<file path="src/hdl/angle_to_speed_estimator_unit_macros.svh">
// ----------------------------------------------------------------------------
// angle_to_speed_estimator_unit_macros.svh
// assertion macros for the speed estimator rtl
// ----------------------------------------------------------------------------
`ifndef ANGLE_TO_SPEED_ESTIMATOR_UNIT_MACROS_SVH
`define ANGLE_TO_SPEED_ESTIMATOR_UNIT_MACROS_SVH

// same-cycle implication, checked outside reset
`define ASE_ASSERT_SAME(label, ante, cons) \
    label: assert property (@(posedge i_clk) disable iff (!i_rst_n) (ante) |-> (cons)) \
        else $error("assertion failed");

// next-cycle implication, checked outside reset
`define ASE_ASSERT_NEXT(label, ante, cons) \
    label: assert property (@(posedge i_clk) disable iff (!i_rst_n) (ante) |=> (cons)) \
        else $error("assertion failed");

`endif

</file>
<file path="src/hdl/ase_pkg.sv">
// ----------------------------------------------------------------------------
// ase_pkg
// shared widths, register indexes, controller states and command structs
// ----------------------------------------------------------------------------
package ase_pkg;

    // angle resolution, counts per revolution is 2^ANGLE_BITS
    localparam int ANGLE_BITS = 12;
    localparam int TIME_W     = 32;

    // configuration registers
    localparam int GAIN_W     = 17;
    localparam int LIMIT_W    = 24;
    localparam int PERIOD_W   = 8;
    localparam int CFG_IDX_W  = 2;
    localparam int CFG_DATA_W = 24;

    localparam logic [CFG_IDX_W-1:0] REG_FILTER_GAIN = 2'd0;
    localparam logic [CFG_IDX_W-1:0] REG_SPEED_LIMIT = 2'd1;
    localparam logic [CFG_IDX_W-1:0] REG_MIN_PERIOD  = 2'd2;
    localparam logic [CFG_IDX_W-1:0] REG_MAX_PERIOD  = 2'd3;

    localparam logic [GAIN_W-1:0]   RST_FILTER_GAIN = 17'd6554;
    localparam logic [LIMIT_W-1:0]  RST_SPEED_LIMIT = 24'd1310720;
    localparam logic [PERIOD_W-1:0] RST_MIN_PERIOD  = 8'd1;
    localparam logic [PERIOD_W-1:0] RST_MAX_PERIOD  = 8'd100;

    // wrapped angle step lives in [-half turn, +half turn]
    localparam int DELTA_W = ANGLE_BITS + 1;
    localparam logic signed [DELTA_W-1:0] DELTA_HALF = DELTA_W'(1 << (ANGLE_BITS - 1));
    localparam logic signed [DELTA_W-1:0] DELTA_FULL = DELTA_W'(1 << ANGLE_BITS);

    // half turn times the scale is always 1000 * 2^16, which needs 26 bits
    localparam int NUM_W = 26;
    localparam logic [NUM_W-1:0] SPEED_SCALE = NUM_W'(2000 << (16 - ANGLE_BITS));
    localparam int CNT_W = $clog2(NUM_W);

    // filter arithmetic
    localparam int SPEED_W = 25;
    localparam int DIFF_W  = NUM_W + 2;
    localparam int PROD_W  = DIFF_W + GAIN_W + 1;
    localparam int SHIFT_W = PROD_W - 16;
    localparam int SUM_W   = SHIFT_W + 1;

    typedef enum logic [2:0] {
        S_IDLE,
        S_PREP,
        S_SCALE,
        S_DIV,
        S_MUL,
        S_FILT,
        S_FIRST
    } t_state;

    typedef struct packed {
        logic capture;
        logic prep;
        logic scale;
        logic div_step;
        logic mul;
        logic filt;
        logic first;
    } t_cmd;

    typedef struct packed {
        logic primed;
    } t_status;

endpackage

</file>
<file path="src/hdl/angle_to_speed_estimator_unit.sv">
// ----------------------------------------------------------------------------
// angle_to_speed_estimator_unit
// shaft speed from angle and timestamp samples, smoothed by a first-order iir
//
//   channel   direction  handshake           payload
//   sample    in         i_valid / o_ready   i_angle_count, i_time_ms
//   speed     out        o_valid / i_ready   o_speed, o_limited
//   config    in         i_cfg_we            i_cfg_idx, i_cfg_data
//
// a sample passes from acceptance to result through these steps: preparing period
// and step, scaling, 26 steps of the restoring divider, a multiply and the
// filter; the first sample after reset answers zero right after preparation.
// one sample is in work at a time; the next is taken once the result is loaded.
// a result waiting on i_ready does not block the next sample, only its loading.
// synchronous active-low reset restores the register defaults and clears history.
// ----------------------------------------------------------------------------
`include "angle_to_speed_estimator_unit_macros.svh"

module angle_to_speed_estimator_unit (
    input  logic                               i_clk,
    input  logic                               i_rst_n,
    input  logic                               i_cfg_we,
    input  logic [ase_pkg::CFG_IDX_W-1:0]      i_cfg_idx,
    input  logic [ase_pkg::CFG_DATA_W-1:0]     i_cfg_data,
    input  logic                               i_valid,
    output logic                               o_ready,
    input  logic [ase_pkg::ANGLE_BITS-1:0]     i_angle_count,
    input  logic [ase_pkg::TIME_W-1:0]         i_time_ms,
    output logic                               o_valid,
    input  logic                               i_ready,
    output logic signed [ase_pkg::SPEED_W-1:0] o_speed,
    output logic                               o_limited
);
    import ase_pkg::*;

    t_cmd    w_cmd;
    t_status w_status;

    // sequencer
    ase_ctrl u_ctrl (
        .i_clk    (i_clk),
        .i_rst_n  (i_rst_n),
        .i_valid  (i_valid),
        .o_ready  (o_ready),
        .o_valid  (o_valid),
        .i_ready  (i_ready),
        .i_status (w_status),
        .o_cmd    (w_cmd)
    );

    // arithmetic and state
    ase_datapath u_datapath (
        .i_clk         (i_clk),
        .i_rst_n       (i_rst_n),
        .i_cfg_we      (i_cfg_we),
        .i_cfg_idx     (i_cfg_idx),
        .i_cfg_data    (i_cfg_data),
        .i_angle_count (i_angle_count),
        .i_time_ms     (i_time_ms),
        .i_cmd         (w_cmd),
        .o_status      (w_status),
        .o_speed       (o_speed),
        .o_limited     (o_limited)
    );

    // checks
    `ASE_ASSERT_NEXT(a_one_item_in_work, i_valid && o_ready, !o_ready)
    `ASE_ASSERT_SAME(a_no_result_overwrite, w_cmd.filt || w_cmd.first, !o_valid || i_ready)
    `ASE_ASSERT_NEXT(a_first_result_zero, w_cmd.first, o_valid && o_speed == '0 && !o_limited)
    `ASE_ASSERT_SAME(a_first_only_unprimed, w_cmd.first, !w_status.primed)

endmodule

</file>
<file path="src/hdl/ase_ctrl.sv">
// ----------------------------------------------------------------------------
// ase_ctrl
// sequencer for one sample: prepare, scale, serial divide, multiply, filter, output
// ----------------------------------------------------------------------------
module ase_ctrl (
    input  logic            i_clk,
    input  logic            i_rst_n,
    input  logic            i_valid,
    output logic            o_ready,
    output logic            o_valid,
    input  logic            i_ready,
    input  ase_pkg::t_status i_status,
    output ase_pkg::t_cmd   o_cmd
);
    import ase_pkg::*;

    localparam logic [CNT_W-1:0] LAST_STEP = CNT_W'(NUM_W - 1);

    t_state           r_state, n_state;
    logic [CNT_W-1:0] r_count, n_count;
    logic             r_out_valid, n_out_valid;
    logic             w_out_free;

    // output register can take a new result
    assign w_out_free = !r_out_valid || i_ready;

    // next state
    always_comb begin
        n_state = r_state;
        case (r_state)
            S_IDLE:  if (i_valid) n_state = S_PREP;
            S_PREP:  n_state = i_status.primed ? S_SCALE : S_FIRST;
            S_SCALE: n_state = S_DIV;
            S_DIV:   if (r_count == LAST_STEP) n_state = S_MUL;
            S_MUL:   n_state = S_FILT;
            S_FILT:  if (w_out_free) n_state = S_IDLE;
            S_FIRST: if (w_out_free) n_state = S_IDLE;
            default: n_state = S_IDLE;
        endcase
    end

    // commands to the datapath
    always_comb begin
        o_cmd    = '0;
        o_ready  = 1'b0;
        case (r_state)
            S_IDLE: begin
                o_ready     = 1'b1;
                o_cmd.capture = i_valid;
            end
            S_PREP:  o_cmd.prep     = 1'b1;
            S_SCALE: o_cmd.scale    = 1'b1;
            S_DIV:   o_cmd.div_step = 1'b1;
            S_MUL:   o_cmd.mul      = 1'b1;
            S_FILT:  o_cmd.filt     = w_out_free;
            S_FIRST: o_cmd.first    = w_out_free;
            default: o_cmd = '0;
        endcase
    end

    // divide step counter
    always_comb begin
        n_count = r_count;
        if (o_cmd.scale) begin
            n_count = '0;
        end else if (o_cmd.div_step) begin
            n_count = r_count + CNT_W'(1);
        end
    end

    // result valid flag
    always_comb begin
        n_out_valid = r_out_valid;
        if (o_cmd.filt || o_cmd.first) begin
            n_out_valid = 1'b1;
        end else if (r_out_valid && i_ready) begin
            n_out_valid = 1'b0;
        end
    end

    assign o_valid = r_out_valid;

    always_ff @(posedge i_clk) begin
        if (!i_rst_n) begin
            r_state     <= S_IDLE;
            r_count     <= '0;
            r_out_valid <= 1'b0;
        end else begin
            r_state     <= n_state;
            r_count     <= n_count;
            r_out_valid <= n_out_valid;
        end
    end

endmodule

</file>
<file path="src/hdl/ase_datapath.sv">
// ----------------------------------------------------------------------------
// ase_datapath
// configuration registers, sample history, restoring divider and iir filter
// ----------------------------------------------------------------------------
module ase_datapath (
    input  logic                               i_clk,
    input  logic                               i_rst_n,
    input  logic                               i_cfg_we,
    input  logic [ase_pkg::CFG_IDX_W-1:0]      i_cfg_idx,
    input  logic [ase_pkg::CFG_DATA_W-1:0]     i_cfg_data,
    input  logic [ase_pkg::ANGLE_BITS-1:0]     i_angle_count,
    input  logic [ase_pkg::TIME_W-1:0]         i_time_ms,
    input  ase_pkg::t_cmd                      i_cmd,
    output ase_pkg::t_status                   o_status,
    output logic signed [ase_pkg::SPEED_W-1:0] o_speed,
    output logic                               o_limited
);
    import ase_pkg::*;

    // configuration
    logic [GAIN_W-1:0]   r_gain;
    logic [LIMIT_W-1:0]  r_limit;
    logic [PERIOD_W-1:0] r_min_period;
    logic [PERIOD_W-1:0] r_max_period;

    // history and working registers
    logic                      r_primed;
    logic [ANGLE_BITS-1:0]     r_in_angle, r_prior_angle;
    logic [TIME_W-1:0]         r_in_time, r_prior_time;
    logic signed [SPEED_W-1:0] r_smoothed;
    logic [PERIOD_W-1:0]       r_period;
    logic signed [DELTA_W-1:0] r_delta;
    logic                      r_neg;
    logic [NUM_W-1:0]          r_quo;
    logic [PERIOD_W-1:0]       r_rem;
    logic signed [PROD_W-1:0]  r_prod;
    logic signed [SPEED_W-1:0] r_speed;
    logic                      r_limited;

    // period and angle step
    logic [TIME_W-1:0]         w_tdiff;
    logic [TIME_W:0]           w_per_raw, w_per_lo;
    logic [PERIOD_W-1:0]       w_lo, w_hi, w_period;
    logic signed [DELTA_W-1:0] w_draw, w_delta;

    // scaling and division
    logic [DELTA_W-1:0]        w_abs;
    logic [ANGLE_BITS-1:0]     w_mag;
    logic [NUM_W-1:0]          w_num;
    logic [PERIOD_W:0]         w_trial;
    logic                      w_ge;

    // filter
    logic signed [NUM_W:0]     w_inst;
    logic signed [DIFF_W-1:0]  w_diff;
    logic signed [PROD_W-1:0]  w_prod;
    logic signed [SHIFT_W-1:0] w_shift;
    logic signed [SUM_W-1:0]   w_sum, w_lim, w_filt;
    logic                      w_clamped;

    // elapsed time in half milliseconds, clamped low then high
    assign w_tdiff   = r_in_time - r_prior_time;
    assign w_per_raw = {w_tdiff, 1'b0};
    assign w_lo      = (r_min_period == '0) ? PERIOD_W'(1) : r_min_period;
    assign w_hi      = (r_max_period == '0) ? PERIOD_W'(1) : r_max_period;
    assign w_per_lo  = (w_per_raw < {{(TIME_W + 1 - PERIOD_W){1'b0}}, w_lo})
                     ? {{(TIME_W + 1 - PERIOD_W){1'b0}}, w_lo} : w_per_raw;
    assign w_period  = (w_per_lo > {{(TIME_W + 1 - PERIOD_W){1'b0}}, w_hi})
                     ? w_hi : w_per_lo[PERIOD_W-1:0];

    // angle step wrapped to half a turn either way
    assign w_draw  = $signed({1'b0, r_in_angle}) - $signed({1'b0, r_prior_angle});
    always_comb begin
        w_delta = w_draw;
        if (w_draw > DELTA_HALF) begin
            w_delta = w_draw - DELTA_FULL;
        end else if (w_draw < -DELTA_HALF) begin
            w_delta = w_draw + DELTA_FULL;
        end
    end

    // magnitude of the numerator, sign kept apart
    assign w_abs = r_delta[DELTA_W-1] ? DELTA_W'(-r_delta) : DELTA_W'(r_delta);
    assign w_mag = w_abs[ANGLE_BITS-1:0];
    assign w_num = {{(NUM_W - ANGLE_BITS){1'b0}}, w_mag} * SPEED_SCALE;

    // one restoring divide step
    assign w_trial = {r_rem, r_quo[NUM_W-1]};
    assign w_ge    = (w_trial >= {1'b0, r_period});

    // instant speed and weighted difference
    assign w_inst = r_neg ? -$signed({1'b0, r_quo}) : $signed({1'b0, r_quo});
    assign w_diff = DIFF_W'(w_inst) - DIFF_W'(r_smoothed);
    assign w_prod = w_diff * $signed({1'b0, r_gain});

    // floor shift, accumulate and clamp
    assign w_shift = r_prod[PROD_W-1:16];
    assign w_sum   = SUM_W'(w_shift) + SUM_W'(r_smoothed);
    assign w_lim   = $signed({{(SUM_W - LIMIT_W){1'b0}}, r_limit});
    always_comb begin
        w_filt    = w_sum;
        w_clamped = 1'b0;
        if (w_sum > w_lim) begin
            w_filt    = w_lim;
            w_clamped = 1'b1;
        end else if (w_sum < -w_lim) begin
            w_filt    = -w_lim;
            w_clamped = 1'b1;
        end
    end

    // configuration and control state
    always_ff @(posedge i_clk) begin
        if (!i_rst_n) begin
            r_gain       <= RST_FILTER_GAIN;
            r_limit      <= RST_SPEED_LIMIT;
            r_min_period <= RST_MIN_PERIOD;
            r_max_period <= RST_MAX_PERIOD;
            r_primed     <= 1'b0;
            r_smoothed   <= '0;
        end else begin
            if (i_cfg_we) begin
                case (i_cfg_idx)
                    REG_FILTER_GAIN: r_gain       <= i_cfg_data[GAIN_W-1:0];
                    REG_SPEED_LIMIT: r_limit      <= i_cfg_data[LIMIT_W-1:0];
                    REG_MIN_PERIOD:  r_min_period <= i_cfg_data[PERIOD_W-1:0];
                    REG_MAX_PERIOD:  r_max_period <= i_cfg_data[PERIOD_W-1:0];
                    default: ;
                endcase
            end
            if (i_cmd.first) begin
                r_primed <= 1'b1;
            end
            if (i_cmd.filt) begin
                r_smoothed <= w_filt[SPEED_W-1:0];
            end
        end
    end

    // payload registers
    always_ff @(posedge i_clk) begin
        if (i_cmd.capture) begin
            r_in_angle <= i_angle_count;
            r_in_time  <= i_time_ms;
        end
        if (i_cmd.prep) begin
            r_period <= w_period;
            r_delta  <= w_delta;
        end
        if (i_cmd.scale) begin
            r_quo <= w_num;
            r_rem <= '0;
            r_neg <= r_delta[DELTA_W-1];
        end else if (i_cmd.div_step) begin
            r_quo <= {r_quo[NUM_W-2:0], w_ge};
            r_rem <= w_ge ? PERIOD_W'(w_trial - {1'b0, r_period})
                          : w_trial[PERIOD_W-1:0];
        end
        if (i_cmd.mul) begin
            r_prod <= w_prod;
        end
        if (i_cmd.filt || i_cmd.first) begin
            r_prior_angle <= r_in_angle;
            r_prior_time  <= r_in_time;
        end
        if (i_cmd.filt) begin
            r_speed   <= w_filt[SPEED_W-1:0];
            r_limited <= w_clamped;
        end else if (i_cmd.first) begin
            r_speed   <= '0;
            r_limited <= 1'b0;
        end
    end

    assign o_status.primed = r_primed;
    assign o_speed         = r_speed;
    assign o_limited       = r_limited;

endmodule

</file>
<file path="config.mk">
export PLATFORM = sky130hd
export DESIGN_NAME = angle_to_speed_estimator_unit
export DESIGN_NICKNAME = d
export VERILOG_FILES = /design/src/hdl/ase_pkg.sv /design/src/hdl/angle_to_speed_estimator_unit.sv /design/src/hdl/ase_ctrl.sv /design/src/hdl/ase_datapath.sv
export VERILOG_INCLUDE_DIRS = /design/src /design/src/hdl
export SDC_FILE = /design/constraint.sdc
export NUM_CORES = 2
export LEC_CHECK = 0
export ABC_CLOCK_PERIOD_IN_PS = 18900
export BUFFER_PORTS_ARGS = -buffer_cell sky130_fd_sc_hd__buf_2
export CAP_MARGIN = 20
export CORE_ASPECT_RATIO = 0.7
export CORE_UTILIZATION = 55
export CTS_BUF_LIST = sky130_fd_sc_hd__clkbuf_16
export DETAILED_ROUTE_END_ITERATION = 8
export GPL_ROUTABILITY_DRIVEN = 0
export GPL_TIMING_DRIVEN = 0
export PLACE_DENSITY = 0.75
export SETUP_SLACK_MARGIN = 0.4
export SYNTH_ARGS = -nofsm -noshare
export SYNTH_HDL_FRONTEND = slang
export SYNTH_HIERARCHICAL = 1
export SYNTH_SLANG_ARGS = --single-unit
</file>
<file path="constraint.sdc">
create_clock -name i_clk -period 18.9 [get_ports i_clk]
set_clock_uncertainty 0.2 [all_clocks]
set_input_delay 1.89 -clock i_clk [delete_from_list [all_inputs] [get_ports i_clk]]
set_output_delay 1.89 -clock i_clk [all_outputs]
set_load 0.01 [all_outputs]
</file>
==> results.toml <==
[yosys]
synthCells = 4164
synth_area_leaders = "fa_1 26%, edfxtp_1 15%, ha_1 11%"
ys_seq_area_share_pct = 20.23
ys_warn_count = 6
ys_async_sr_fraction_pct = 0
synth_area_mm2 = 0.03800
ys_ff_latch = 292
synth_cell_types = 91
synth_top_cell_area_share_pct = 26.13
synth_commonest_cells = "785 x inv_1, 496 x fa_1, 475 x nand2_1"
yosysTopAreaCell = "fa_1"
dominantRegCellSynth = "edfxtp_1"
syn-num-nets = 5066
synth-edff-count = 184
syn_area_per_cell_um2 = 9.126
synth.most_common_cell = "inv_1"

[die]
initial_core_util_pct = 55.67
die_area_mm2 = 0.07017
io_pins = 103
rows = 80
core_mm2 = 0.06827
die_h_um = 221.9
fp.dieW_um = 316.2

[clocking]
ctsResizeCount = 0
clkTransAtPathRegs_ns = 0.07
cts_sinks = 292
cts_htree_levels = 1
insertion_delay_ns = 0.58
cts_setup_buffers = 0
numCtsBuffers = 27
clockBufferDepth = 3
cts_tree = "yes"
clockRootBuffer = "clkbuf_16"
ctsHoldBuffers = 0

[sta]
rsz0062_at_grt = "no"
finalSetupTns_ns = 0
hold_viol = 0
finalSetupViolCount = 0
max_freq_ghz = 0.08117
max_slew_margin_pct = 21.82
finalCritPeriodShare_pct = 65.18
maxSlewViolCount = 0
fin_crit_ns = 12.32
hold_ws_ns = 0.2613
tightest_slew_ns = 1.167

[setup_path]
crit_fanout = 10
slowest_stage = "clkbuf_1"
end_kind = "register"
slowest_delay_ns = 0.60
worst_ep_required_time_ns = 19.13
start_kind = "register"
cp.arrival_ns = 12.55
rr_worst_depth = 39
crit_type = "register to register"

[cells_and_area]
postLayoutCellArea_mm2 = 0.04058
nFillCells = 5982
drive_above_1_share_pct = 5.715
areaGrowthSynthToFinish_pct = 6.779
final_nets = 5203
final_util_pct = 59.44

[drt]
viasPerCell = 5.729
totalWireLength_um = 103800
dr.pass1.iters = 6
routed-via-count = 29940
routedWlPerCell_um = 19.86
drtAntennaViolNets = 0
drt_drc_violations_left = 0
initialDrtViolationCount = 2991

[global_route]
first_global_vias = 29540
overflow = 0
grt_start_max_net_pins = 41
track_usage_pct = 30.32
antenna_found_initial = 2
grt_pass1_wl_um = 165800

[job]
drv_cap = 0

[placement]
place_area_mm2 = 0.03974
io_buffers = 101
dpl.hpwl_um = 85080

[worst_hold_path]
hp-class = "register to register"
min_path_cells = 0

[run_status]
status = "completed"
logic make-up (layout without fill, tap and decap cells):
| kind of cell | after synthesis | in the layout | synth area share, % |
|---|---|---|---|
| multiplexers | 70 | 70 | 1.929 |
| other | 0 | 1 | 0 |
| adder cells (fa/ha/maj) | 830 | 830 | 37.11 |
| buffers and inverters | 946 | 1104 | 9.555 |
| AO/OA/AOI/OAI | 605 | 605 | 11.04 |
| flip-flops | 292 | 292 | 20.23 |
| XOR/XNOR | 175 | 175 | 4.033 |
| AND/OR/NAND/NOR | 1246 | 1246 | 16.11 |
final cells by class:
type / count / area [µm²] / share of cell area [%]
Multi-Input combinational cell: 2926 / 26700 / 65.81
Sequential cell: 292 / 7687 / 18.94
Inverter: 785 / 2947 / 7.261
Tap cell: 902 / 1129 / 2.781
Buffer: 161 / 684.4 / 1.687
Clock buffer: 27 / 675.6 / 1.665
Timing Repair Buffer: 108 / 595.6 / 1.468
Clock inverter: 23 / 155.1 / 0.3823
Antenna cell: 1 / 2.502 / 0.006167
per-stage QoR:
step / setup WS, ns / std cells
after floorplan: 9.148 / 4164
after global placement: 7.013 / 5167
after detailed placement: 6.958 / 5173
after CTS: 6.909 / 5223
after global routing: 6.017 / 5224
final: 6.580 / 5225
registers in the layout, summed over array words and instances (netlist names):
| name | count |
|---|---|
| u_datapath/r_period | 8 |
| u_datapath/o_limited | 1 |
| u_datapath/r_prior_time | 32 |
| u_datapath/o_speed | 25 |
| u_datapath/r_quo | 26 |
| u_datapath/r_neg | 1 |
| u_datapath/r_min_period | 8 |
| u_datapath/r_in_time | 32 |
| u_ctrl/r_count | 5 |
| u_ctrl/r_state | 3 |
| u_ctrl/o_valid | 1 |
| u_datapath/r_gain | 17 |
| u_datapath/r_limit | 24 |
| u_datapath/r_smoothed | 25 |
| u_datapath/r_prior_angle | 12 |
| u_datapath/r_rem | 8 |
| u_datapath/r_in_angle | 12 |
| u_datapath/o_status | 1 |
| u_datapath/r_delta | 13 |
| u_datapath/r_prod | 30 |
| u_datapath/r_max_period | 8 |
worst max-delay path, delay by kind of cell, from the launching register on:
kind,cells,cell delay [ns]
xor gates and xnor gates,1,0.43
adders and majority gates,8,3.74
buffers and inverters,8,1.62
DFF,1,0.38
and+or+nand+nor,3,0.67
AOI/OAI and AO/OA,19,5.12
cells in the final DEF, fill, tap and decap left out, types with 135 or more instances in the layout:
cell / netlist / final
a21oi_1: 135 / 135
and2_1: 232 / 231
clkbuf_1: 140 / 140
edfxtp_1: 184 / 184
fa_1: 496 / 496
ha_1: 331 / 331
inv_1: 785 / 789
nand2_1: 475 / 475
nor2_1: 169 / 168
xnor2_1: 136 / 136
worst paths after layout:
check / from / to / slack, ns
worst max-delay path: u_datapath/r_neg$_DFFE_PP_ / u_datapath/r_prod[45]$_DFFE_PP_ / 6.58
worst max register to register: u_datapath/r_neg$_DFFE_PP_ / u_datapath/r_prod[45]$_DFFE_PP_ / 6.58
worst min-delay path: u_datapath/r_in_angle[3]$_DFFE_PP_ / u_datapath/r_prior_angle[3]$_DFFE_PP_ / 0.26
worst min register to register: u_datapath/r_in_angle[3]$_DFFE_PP_ / u_datapath/r_prior_angle[3]$_DFFE_PP_ / 0.26
metal layers:
metal / vias up / wire length (µm) / global-route usage, %
met5: - / 13 / 0
met2: 1442 / 41470 / 42.06
li1: 13730 / - / -
met3: 153 / 13100 / 8.810
met4: 2 / 2397 / 6.793
met1: 14610 / 46770 / 46.30
Power is left out: the tool's default activity adds up to more than one toggle a clock period on the data nets, which glitch-free logic cannot reach.
